## src/rtl/emirp_checker_defines.svh

```systemverilog
`ifndef EMIRP_CHECKER_DEFINES_SVH
`define EMIRP_CHECKER_DEFINES_SVH

// checked on every clock edge outside reset
`define EMIRP_ASSERT(lbl, prop, msg) \
   lbl: assert property (@(posedge clock) disable iff (reset) prop) else $error(msg);

// checked on every clock edge, reset included
`define EMIRP_ASSERT_ALWAYS(lbl, prop, msg) \
   lbl: assert property (@(posedge clock) prop) else $error(msg);

`endif

```

## src/rtl/emirp_pkg.sv

```systemverilog
`default_nettype none

package emirp_pkg;

   localparam int VALUE_W       = 14;
   localparam int RADIX         = 10;
   localparam int FIRST_DIVISOR = 2;

   typedef logic [VALUE_W-1:0] value_type;

   typedef struct packed {
      logic busy;
      logic done;
   } div_status_type;

   typedef enum logic [3:0] {
      S_IDLE,
      S_REDUCE,
      S_REDUCE_WAIT,
      S_REV,
      S_REV_WAIT,
      S_PRIME_INIT,
      S_PRIME_CHECK,
      S_PRIME_WAIT,
      S_DONE
   } state_type;

endpackage

`default_nettype wire

```

## src/rtl/emirp_div.sv

```systemverilog
`default_nettype none
`include "emirp_checker_defines.svh"

module emirp_div
   import emirp_pkg::*;
#(
   parameter int WIDTH = 14
) (
   input  logic               clock,
   input  logic               reset,
   input  logic               start,
   input  logic [WIDTH-1:0]   dividend,
   input  logic [WIDTH-1:0]   divisor,
   output div_status_type     status,
   output logic [WIDTH-1:0]   remainder
);

   localparam int CNT_W = $clog2(WIDTH + 1);

   logic [WIDTH-1:0] quo_ff;
   logic [WIDTH-1:0] rem_ff;
   logic [WIDTH-1:0] den_ff;
   logic [CNT_W-1:0] cnt_ff;
   logic             busy_ff;
   logic             done_ff;

   logic [WIDTH:0]   shifted;
   logic [WIDTH:0]   diff;
   logic             fits;

   // restoring division, one quotient bit per cycle
   assign shifted = {rem_ff, quo_ff[WIDTH-1]};
   assign fits    = shifted >= {1'b0, den_ff};
   assign diff    = shifted - {1'b0, den_ff};

   always_ff @(posedge clock) begin
      if (reset) begin
         busy_ff <= 1'b0;
         done_ff <= 1'b0;
      end else begin
         done_ff <= 1'b0;
         if (start) begin
            busy_ff <= 1'b1;
            quo_ff  <= dividend;
            rem_ff  <= '0;
            den_ff  <= divisor;
            cnt_ff  <= CNT_W'(WIDTH);
         end else if (busy_ff) begin
            quo_ff <= {quo_ff[WIDTH-2:0], fits};
            rem_ff <= fits ? diff[WIDTH-1:0] : shifted[WIDTH-1:0];
            cnt_ff <= cnt_ff - CNT_W'(1);
            if (cnt_ff == CNT_W'(1)) begin
               busy_ff <= 1'b0;
               done_ff <= 1'b1;
            end
         end
      end
   end

   assign status.busy = busy_ff;
   assign status.done = done_ff;
   assign remainder   = rem_ff;

   `EMIRP_ASSERT(a_start_runs, start |=> busy_ff, "divider did not start")
   `EMIRP_ASSERT(a_rem_below_den, done_ff |-> (rem_ff < den_ff), "remainder not below divisor")
   `EMIRP_ASSERT(a_busy_count, busy_ff |-> (cnt_ff != '0), "divider busy with empty count")
   `EMIRP_ASSERT_ALWAYS(a_reset_idle, reset |=> (!busy_ff && !done_ff), "divider busy after reset")

endmodule

`default_nettype wire

```

## config.mk

```make
export PLATFORM = sky130hd
export DESIGN_NAME = emirp_div
export DESIGN_NICKNAME = d
export VERILOG_FILES = /design/src/rtl/emirp_pkg.sv /design/src/rtl/emirp_div.sv
export VERILOG_INCLUDE_DIRS = /design/src /design/src/rtl
export SDC_FILE = /design/constraint.sdc
export NUM_CORES = 1
export LEC_CHECK = 0
export ABC_AREA = 1
export BUFFER_PORTS_ARGS = -buffer_cell sky130_fd_sc_hd__buf_2
export CORE_MARGIN = 2
export CORE_UTILIZATION = 30
export DETAILED_ROUTE_END_ITERATION = 10
export SLEW_MARGIN = 40
export SYNTH_ARGS = -nofsm -noshare
export SYNTH_HDL_FRONTEND = slang
export SYNTH_SLANG_ARGS = --single-unit
```

## constraint.sdc

```tcl
create_clock -name clock -period 4.8 [get_ports clock]
set_input_delay 0 -clock clock [delete_from_list [all_inputs] [get_ports clock]]
set_output_delay 0 -clock clock [all_outputs]
set_load 0.01 [all_outputs]
```

==> qor.yml, run 1 <==
status:
  status: "completed"
sta:
  max_freq_ghz: 0.4394
  setup_viol: 0
  finalHoldViolCount: 0
  finalCritPeriodShare_pct: 47.42
  worstMarginPinSlew_ps: 624.7
  finalSetupTns_ps: 0
  setup_slack_ps: 2524
  slew_viol_final: 0
  rsz0062_at_grt: "false"
  max_slew_margin_pct: 58.20
  skew_ps: 9.187
  finalCriticalPeriod_ps: 2276
worst_setup_path:
  crit_end: "remainder[13]"
  slowest_stage: "edfxtp_1"
  reg2reg_slack_ps: 2520
  crit_cells: 11
  start_kind: "flip-flop"
  r2r-end: "remainder[13]"
  r2r_cells: 11
  cp_cell_sequence: "ha_1 -> nand2_1 -> inv_1 -> nand2_1 -> inv_1 -> a21oi_4 -> nand3_4 -> nand2_1 -> nand2_1 -> nand2_1 -> inv_1"
  cpLargestDelayFamily: "simple AND/OR/NAND/NOR gates"
  crit_fanout: 26
  crit_buf_inv: 3
  cp_data_required_time_ps: 4860
  cp_common_cell: "nand2_1"
  critPathLaunch: "remainder[10]"
  crit_path_max_incr_delay_ps: 510
  worstSetupPathType: "reg -> reg"
  cp-end-kind: "flip-flop"
  r2r-start: "remainder[10]"
  cp_data_arrival_time_ps: 2340
clock_tree:
  clock_tree.buffer_depth: 2
  cts.sinks: 48
  cts_buffers: 5
  cts_tree: "yes"
  clk_latency_ps: 300
  htreeDepth: 2
  postCtsSetupBuffers: 0
  cts.clk_slew.worst_paths_ps: 90
  holdBufCountCts: 29
  clockRootBuffer: "clkbuf_8"
  cts_resized: 0
floorplan:
  num_io_pins: 47
  dieWidth_um: 104.1
  start_util_pct: 30.90
  dieHeight_um: 104.1
  row_count: 36
  fp.dieArea_um2: 10840
  core-area_um2: 9729
layout:
  antenna_cells: 0
  multiInputGateArea_um2: 1313
  drive_gt1_share_pct: 18.12
  register_area_um2: 1421
  area_growth_pct: 25.47
  final_common_cell: "nand2_1"
  final_net_count: 495
  post-route-util_pct: 38.77
  fill_cells: 1000
  final_cell_mix: "nand2_1 (137), inv_1 (59), edfxtp_1 (46), buf_2 (46), nor2_1 (40)"
synthesis:
  ys.warnings.count: 0
  synth.net_count: 419
  synth.avg_cell_area_um2: 8.126
  yosysSeqAreaShare_pct: 47.27
  synth_area_leaders: "edfxtp_1 (46%), nand2_1 (17%), inv_1 (7.5%)"
  synth_area_um2: 3007
  synth_top_area_share_pct: 45.94
  synth_cells: 370
  yosysTopAreaCell: "edfxtp_1"
  yosys_register_bits: 48
  synth_cell_type_count: 29
  ys.flop_type: "edfxtp_1"
  synth-edff-count: 46
  async_flop_share_pct: 0
global_route:
  grt_pass1_vias: 2426
  grt_pass1_wl_um: 11420
  antenna_found_initial: 0
  track_usage_pct: 12.78
  grt_max_degree: 30
  overflow: 0
pwr:
  p_per_area_nw_per_um2: 290.1
  p_total_mw: 1.094
  vdd_drop_max_mv: 0.2008
  p_leak_nw: 1.860
detailed_routing:
  avgRoutedWirePerCell_um: 11.53
  postRouteAntennaNets: 0
  via_count: 2484
  dr.pass1.iters: 4
  viasPerCell: 4.283
  drtIter0Drc: 135
  wl_um: 6687
  drc: 0
worst_hold_path:
  hp-class: "in -> reg"
place:
  post-place-ws_ps: 2540
  dp_hpwl_um: 5075
  port_buffers: 46
  place_congestion: 0.9150
job:
  cap_violations: 0
-- synth_stat cells, types with 2 or more instances --
library cell / number
xor2_1: 2
a21oi_2: 2
buf_6: 2
nand2_1: 137
edfxtp_1: 46
dfxtp_1: 2
nand3_1: 14
nand2_2: 10
buf_2: 2
inv_1: 60
nor2_2: 3
o21ai_2: 2
ha_1: 17
clkbuf_1: 3
buf_4: 2
a21oi_1: 5
nor2_1: 40
nand4_1: 3
o21ai_0: 4
xnor2_1: 5
-- through the flow --
stage,std cells,hold slack (ps),cell area (µm²)
after floorplan,370,77.08,3007
after global placement,541,177.9,3363
after detailed placement,543,178.3,3390
after CTS,580,178.3,3772
after global routing,580,205.9,3772
final,580,189.4,3772
-- sequential cells by signal, indices dropped and copies added, names as in the netlist --
signal     count
cnt_ff         4
done_ff        1
remainder     14
busy_ff        1
den_ff        14
quo_ff        14
-- layer usage --
metal | part of all wire, % | track usage [%] | vias to the layer above
met5 | 0 | 0 | -
met2 | 48 | 21.99 | 46
met3 | 2.8 | 2.130 | 6
li1 | - | - | 1300
met1 | 48 | 16.75 | 1132
met4 | 1.2 | 3.089 | 0
-- cell families after synthesis --
group,share of synthesized area (%)
buf+inv,9.446
flops,47.27
compound gates,4.037
xor+xnor,2.039
simple gates,29.46
fa+ha+maj,7.740
-- power breakdown --
| part | internal, mW | switching (mW) |
|---|---|---|
| combinational | 0.128 | 0.199 |
| clock | 0.115 | 0.133 |
| sequential | 0.501 | 0.0188 |
| total | 0.744 | 0.350 |
-- layout make-up --
cell class,count,area share [%]
flip-flops and latches,48,37.68
clock inverters,2,0.2653
well taps,133,4.411
multi-input cells,253,34.79
clock buffers,6,2.189
inverters,60,5.970
repair buffers,78,14.69
-- how the worst min path moves through the flow --
stage | startpoint | to | cells past startpoint
after floorplan | reset | done_ff | 1
after CTS | start | cnt_ff[0] | 2
final | start | cnt_ff[0] | 2
after global routing | start | remainder[1] | 2
after global placement | divisor[12] | den_ff[12] | 1
after detailed placement | divisor[12] | den_ff[12] | 1
(Power assumes the default switching activity.)
==> run 2, diff against run 1 <==
==> constraint.sdc (replaced) <==
create_clock -name clock -period 2.1 [get_ports clock]
set_input_delay 0 -clock clock [delete_from_list [all_inputs] [get_ports clock]]
set_output_delay 0 -clock clock [all_outputs]
set_load 0.01 [all_outputs]
==> run 2 against run 1 <==
Clock-buffer cell count did not move. Utilization rose by 5.9 points. Sequential power rose by 130%. Final cell count rose by 7.4%.
==> qor.yml, run 2 (synthesized netlist as in run 1, its figures left out) <==
status:
  status: "completed"
pwr:
  p_leak_nw: 2.101  # +13%
  p_total_mw: 2.879  # +160%
  vdd_drop_max_mv: 0.3378  # +68%
  p_per_area_nw_per_um2: 661.9  # +130%
clock_tree:
  cts_tree: "yes"
  cts.clk_slew.worst_paths_ps: 90  # about the same
  clockRootBuffer: "clkbuf_8"
  clock_tree.buffer_depth: 2  # unchanged
  cts_buffers: 5  # unchanged
  cts.sinks: 48  # unchanged
  clk_latency_ps: 310  # about the same
  htreeDepth: 2  # unchanged
layout:
  layout.cells.non_filler: 623  # +7.4%
  final_common_cell: "nand2_1"
  multiInputGateArea_um2: 1540  # +17%
  final_net_count: 538  # +8.7%
  area_growth_pct: 44.65
  fill_cells: 936  # -6.4%
  final_cell_mix: "nand2_1 (131), inv_1 (54), edfxtp_1 (46), buf_2 (46), buf_4 (43)"
  drive_gt1_share_pct: 31.22  # +13 points
  antenna_cells: 0  # unchanged
  register_area_um2: 1421  # unchanged
global_route:
  track_usage_pct: 13.74  # +0.97 points
  overflow: 0  # unchanged
  grt_pass1_vias: 2708  # +12%
  grt_pass1_wl_um: 12010  # +5.1%
  antenna_found_initial: 0  # unchanged
  grt_max_degree: 34  # +13%
worst_setup_path:
  worstSetupPathType: "reg -> reg"
  cp-end-kind: "flip-flop"
  start_kind: "flip-flop"
  cp_data_required_time_ps: 2170  # -2690 ps
  crit_fanout: 4  # -85%
  cp_data_arrival_time_ps: 2090  # -250 ps
detailed_routing:
  drtIter0Drc: 112  # -17%
  wl_um: 7739  # +16%
  viasPerCell: 4.392  # +2.5%
  drc: 0  # unchanged
  avgRoutedWirePerCell_um: 12.42  # +7.7%
  postRouteAntennaNets: 0  # unchanged
  via_count: 2736  # +10%
  dr.pass1.iters: 4  # unchanged
floorplan:
  fp.dieArea_um2: 10840  # unchanged
  num_io_pins: 47  # unchanged
  dieWidth_um: 104.1  # unchanged
  row_count: 36  # unchanged
  dieHeight_um: 104.1  # unchanged
  start_util_pct: 30.90  # unchanged
  core-area_um2: 9729  # unchanged
sta:
  worstMarginPinSlew_ps: 538.8  # -85.89 ps
  setup_slack_ps: 75.26  # -2449 ps
  max_freq_ghz: 0.4939  # +12%
  skew_ps: 9.190  # +0.003360 ps
  setup_viol: 0  # unchanged
  finalCritPeriodShare_pct: 96.42  # +49 points
  holdWs_ps: 197.8  # +8.482 ps
  finalHoldViolCount: 0  # unchanged
  slew_viol_final: 0  # unchanged
  rsz0062_at_grt: "true"
  finalCriticalPeriod_ps: 2025  # -251.2 ps
  max_slew_margin_pct: 63.95  # +5.7 points
place:
  place_congestion: 0.9795  # +7.0%
  dp.cells: 561  # +3.3%
  post-place-ws_ps: 4.051  # -2536 ps
  dp_hpwl_um: 5178  # +2.0%
  port_buffers: 46  # unchanged
job:
  cap_violations: 0  # unchanged
worst_hold_path:
  hp-class: "in -> reg"
run 2: changes by cell type in the layout (fill, tap and decap cells not counted), sizes merged:
cell | previous run | this run
clkinv | 2 | 1
clkbuf | 6 | 7
bufinv | 0 | 1
nand3 | 16 | 17
buf | 49 | 90
run 2: worst max-delay path, cell delays in order, from the launching register on:
cell and delay [ps]:
edfxtp_1 470, ha_4 310, inv_1 50, nor2_2 130, nand2_1 110, inv_1 100, a21oi_4 80, buf_4 140
nand3_2 100, buf_4 120, nand2_1 40, nor2_1 110, nor2_2 40
run 2: report_power, final:
part | total (mW) | internal, mW | switching, mW
clock network | 0.658 | 0.353 | 0.304
logic | 1.03 | 0.485 | 0.549
registers | 1.19 | 1.15 | 0.0416
run 2: path summary, 6_finish.rpt:
check | start | endpoint | slack [ps] | cells after the start
min reg2reg | quo_ff[1] | quo_ff[2] | 530 | 2
max | remainder[12] | remainder[11] | 80 | 12
min | start | done_ff | 200 | 3
max reg2reg | remainder[12] | remainder[11] | 80 | 12
run 2: final cells by class:
class                           instances  area share, %
Inverter                               60          5.178
Tap cell                              133          3.826
Multi-Input combinational cell        254          35.41
Sequential cell                        48          32.68
Clock inverter                          2         0.8055
Clock buffer                            6          1.669
Timing Repair Buffer                  120          20.43
run 2: what timing repair did:
item / in CTS / in global routing
pin swaps: 0 / 29
endpoints found under the setup margin: 3 / 15
hold buffers: 29 / 0
hold endpoints to repair: 29 / 0
resized for setup: 1 / 41
setup buffers: 0 / 23
gates cloned: 0 / 2
run 2: per-stage QoR:
stage	setup TNS [ps]	instance area, µm²	utilization (%)
after floorplan	0	3010	-
after global placement	0	3526	36.24
after detailed placement	0	3526	36.24
after CTS	0	3926	40.35
after global routing	-288.6	4349	44.70
final	0	4349	44.70
run 2: metal layers:
metal  GRT usage (%)  vias up  routed length [µm]
met4           5.792        0                 193
met3           1.942       18                 299
met2           25.61       75                3964
met5               0        -                   0
met1           15.60     1258                3281
li1                -     1385                   -
==> run 3, diff against run 2 <==
--- a/config.mk
+++ b/config.mk
@@ -8,9 +8,11 @@
 export LEC_CHECK = 0
 export ABC_AREA = 1
 export BUFFER_PORTS_ARGS = -buffer_cell sky130_fd_sc_hd__buf_2
+export CORE_ASPECT_RATIO = 0.9
 export CORE_MARGIN = 2
 export CORE_UTILIZATION = 30
 export DETAILED_ROUTE_END_ITERATION = 10
+export RECOVER_POWER = 25
 export SLEW_MARGIN = 40
 export SYNTH_ARGS = -nofsm -noshare
 export SYNTH_HDL_FRONTEND = slang
==> run 3 against run 2 <==
Clock skew fell by 0.72 ps. Hold slack got worse by 30 ps. Sequential power barely moved.
==> qor.yml, run 3 (synthesized netlist as in run 1, its figures left out) <==
sta:
  setup_viol: 0  # unchanged
  skew_ps: 8.472  # -0.7174 ps
  finalSetupTns_ps: 0  # unchanged
  holdWs_ps: 168.1  # -29.73 ps
  finalCritPeriodShare_pct: 96.17  # -0.25 points
  rsz0062_at_grt: "true"
  max_slew_margin_pct: 60.80  # -3.1 points
  setup_slack_ps: 80.42  # +5.163 ps
  max_freq_ghz: 0.4952  # +0.26%
  worstMarginPinSlew_ps: 585.9  # +47.06 ps
  finalCriticalPeriod_ps: 2020  # -5.163 ps
  slew_viol_final: 0  # unchanged
  finalHoldViolCount: 0  # unchanged
worst_setup_path:
  r2r_cells: 14  # +2
  cp_data_required_time_ps: 2170  # about the same
  cp_data_arrival_time_ps: 2090  # about the same
  start_kind: "flip-flop"
  r2r-start: "quo_ff[13]"
  reg2reg_slack_ps: 80  # about the same
  worstSetupPathType: "reg -> reg"
  cp-end-kind: "flip-flop"
  crit_fanout: 3  # -1
  r2r-end: "remainder[12]"
global_route:
  grt_max_degree: 34  # unchanged
  track_usage_pct: 13.78  # +0.035 points
  grt_pass1_vias: 2526  # -6.7%
  antenna_found_initial: 0  # unchanged
  overflow: 0  # unchanged
  grt_pass1_wl_um: 11670  # -2.8%
clock_tree:
  cts_tree: "yes"
  cts_buffers: 5  # unchanged
  htreeDepth: 2  # unchanged
  clk_latency_ps: 310  # about the same
  clockRootBuffer: "clkbuf_8"
  cts.clk_slew.worst_paths_ps: 100  # about the same
  clock_tree.buffer_depth: 2  # unchanged
  cts.sinks: 48  # unchanged
place:
  dp_hpwl_um: 5191  # +0.26%
  post-place-ws_ps: -24.59  # -28.64 ps
  port_buffers: 46  # unchanged
  place_congestion: 0.9146  # -6.6%
worst_hold_path:
  whs_path_depth: 3  # unchanged
  hp-class: "in -> reg"
  hold_end: "done_ff"
  hold_start: "start"
detailed_routing:
  drtIter0Drc: 218  # +95%
  postRouteAntennaNets: 0  # unchanged
  wl_um: 7419  # -4.1%
  viasPerCell: 4.336  # -1.3%
  dr.pass1.iters: 4  # unchanged
  via_count: 2610  # -4.6%
  avgRoutedWirePerCell_um: 12.32  # -0.79%
  drc: 0  # unchanged
pwr:
  vdd_drop_max_mv: 0.4728  # +40%
  p_total_mw: 2.819  # -2.1%
  p_per_area_nw_per_um2: 671.5  # +1.5%
  p_leak_nw: 2.015  # -4.1%
layout:
  antenna_cells: 0  # unchanged
  drive_gt1_share_pct: 27.10  # -4.1 points
  final_cell_mix: "nand2_1 (134), inv_1 (57), edfxtp_1 (46), buf_2 (45), nor2_1 (39)"
  final_net_count: 524  # -2.6%
  area_growth_pct: 39.62
  final_common_cell: "nand2_1"
floorplan:
  row_count: 34  # -5.6%
  dieHeight_um: 98.98  # -4.9%
  fp.dieArea_um2: 10840  # about the same
  num_io_pins: 47  # unchanged
  core-area_um2: 9699  # -0.31%
  start_util_pct: 31.00  # +0.096 points
  dieWidth_um: 109.5  # +5.2%
job:
  cap_violations: 0  # unchanged
status:
  status: "completed"
-- run 3: what timing repair did --
item / CTS / global route
gates cloned: 0 / 2
buffers inserted: 0 / 10
pin swaps: 0 / 14
endpoints found under the hold margin: 29 / 0
gates resized for setup: 2 / 28
endpoints found under the setup margin: 2 / 13
hold buffers: 29 / 0
-- run 3: how the worst max path moves through the flow --
stage	startpoint	to	slack, ps	cells after the start
final	quo_ff[13]	remainder[12]	80	14
after global routing	quo_ff[13]	remainder[12]	-60	14
after CTS	remainder[3]	remainder[2]	8	11
after detailed placement	quo_ff[13]	remainder[12]	-20	14
after global placement	quo_ff[13]	remainder[12]	9	14
after floorplan	remainder[5]	remainder[11]	140	10
-- run 3: cell type report --
| type | count | area, µm² |
|---|---|---|
| fill | 991 | 5502 |
| sequential | 48 | 1421 |
| tap | 126 | 157.7 |
| clock inverter | 3 | 42.54 |
| multi-input combinational | 254 | 1500 |
| inverter | 60 | 225.2 |
| timing repair buffer | 106 | 782.0 |
| clock buffer | 5 | 68.82 |
-- run 3: critical path: stages (launching register included) --
cell,delay [ps]
edfxtp_1,420
inv_2,100
ha_4,120
inv_2,30
fa_2,380
nand2_2,90
nand2_2,70
nand2_4,90
nor2_2,40
nor2_1,90
nand3_1,80
nand2_1,80
nand2_1,60
nand2_1,70
nor2_1,40
-- run 3: routing by layer --
layer	GRT usage (%)	wire, µm
met5	0	0
met4	3.700	86
met3	2.513	261
met2	22.89	3687
met1	18.37	3384
-- run 3: power breakdown --
group	switching, mW	total, mW	internal (mW)
clock network	0.332	0.685	0.353
registers	0.0428	1.19	1.15
logic	0.510	0.946	0.436
-- run 3: stage by stage --
step           cell area (µm²)  util [%]  std cells
5_1_grt                   4198     43.28        602
3_5_place_dp              3510     36.18        553
3_3_place_gp              3510     36.18        553
6_report                  4198     43.28        602
4_1_cts                   3916     40.38        590
2_1_floorplan             3010         -        370
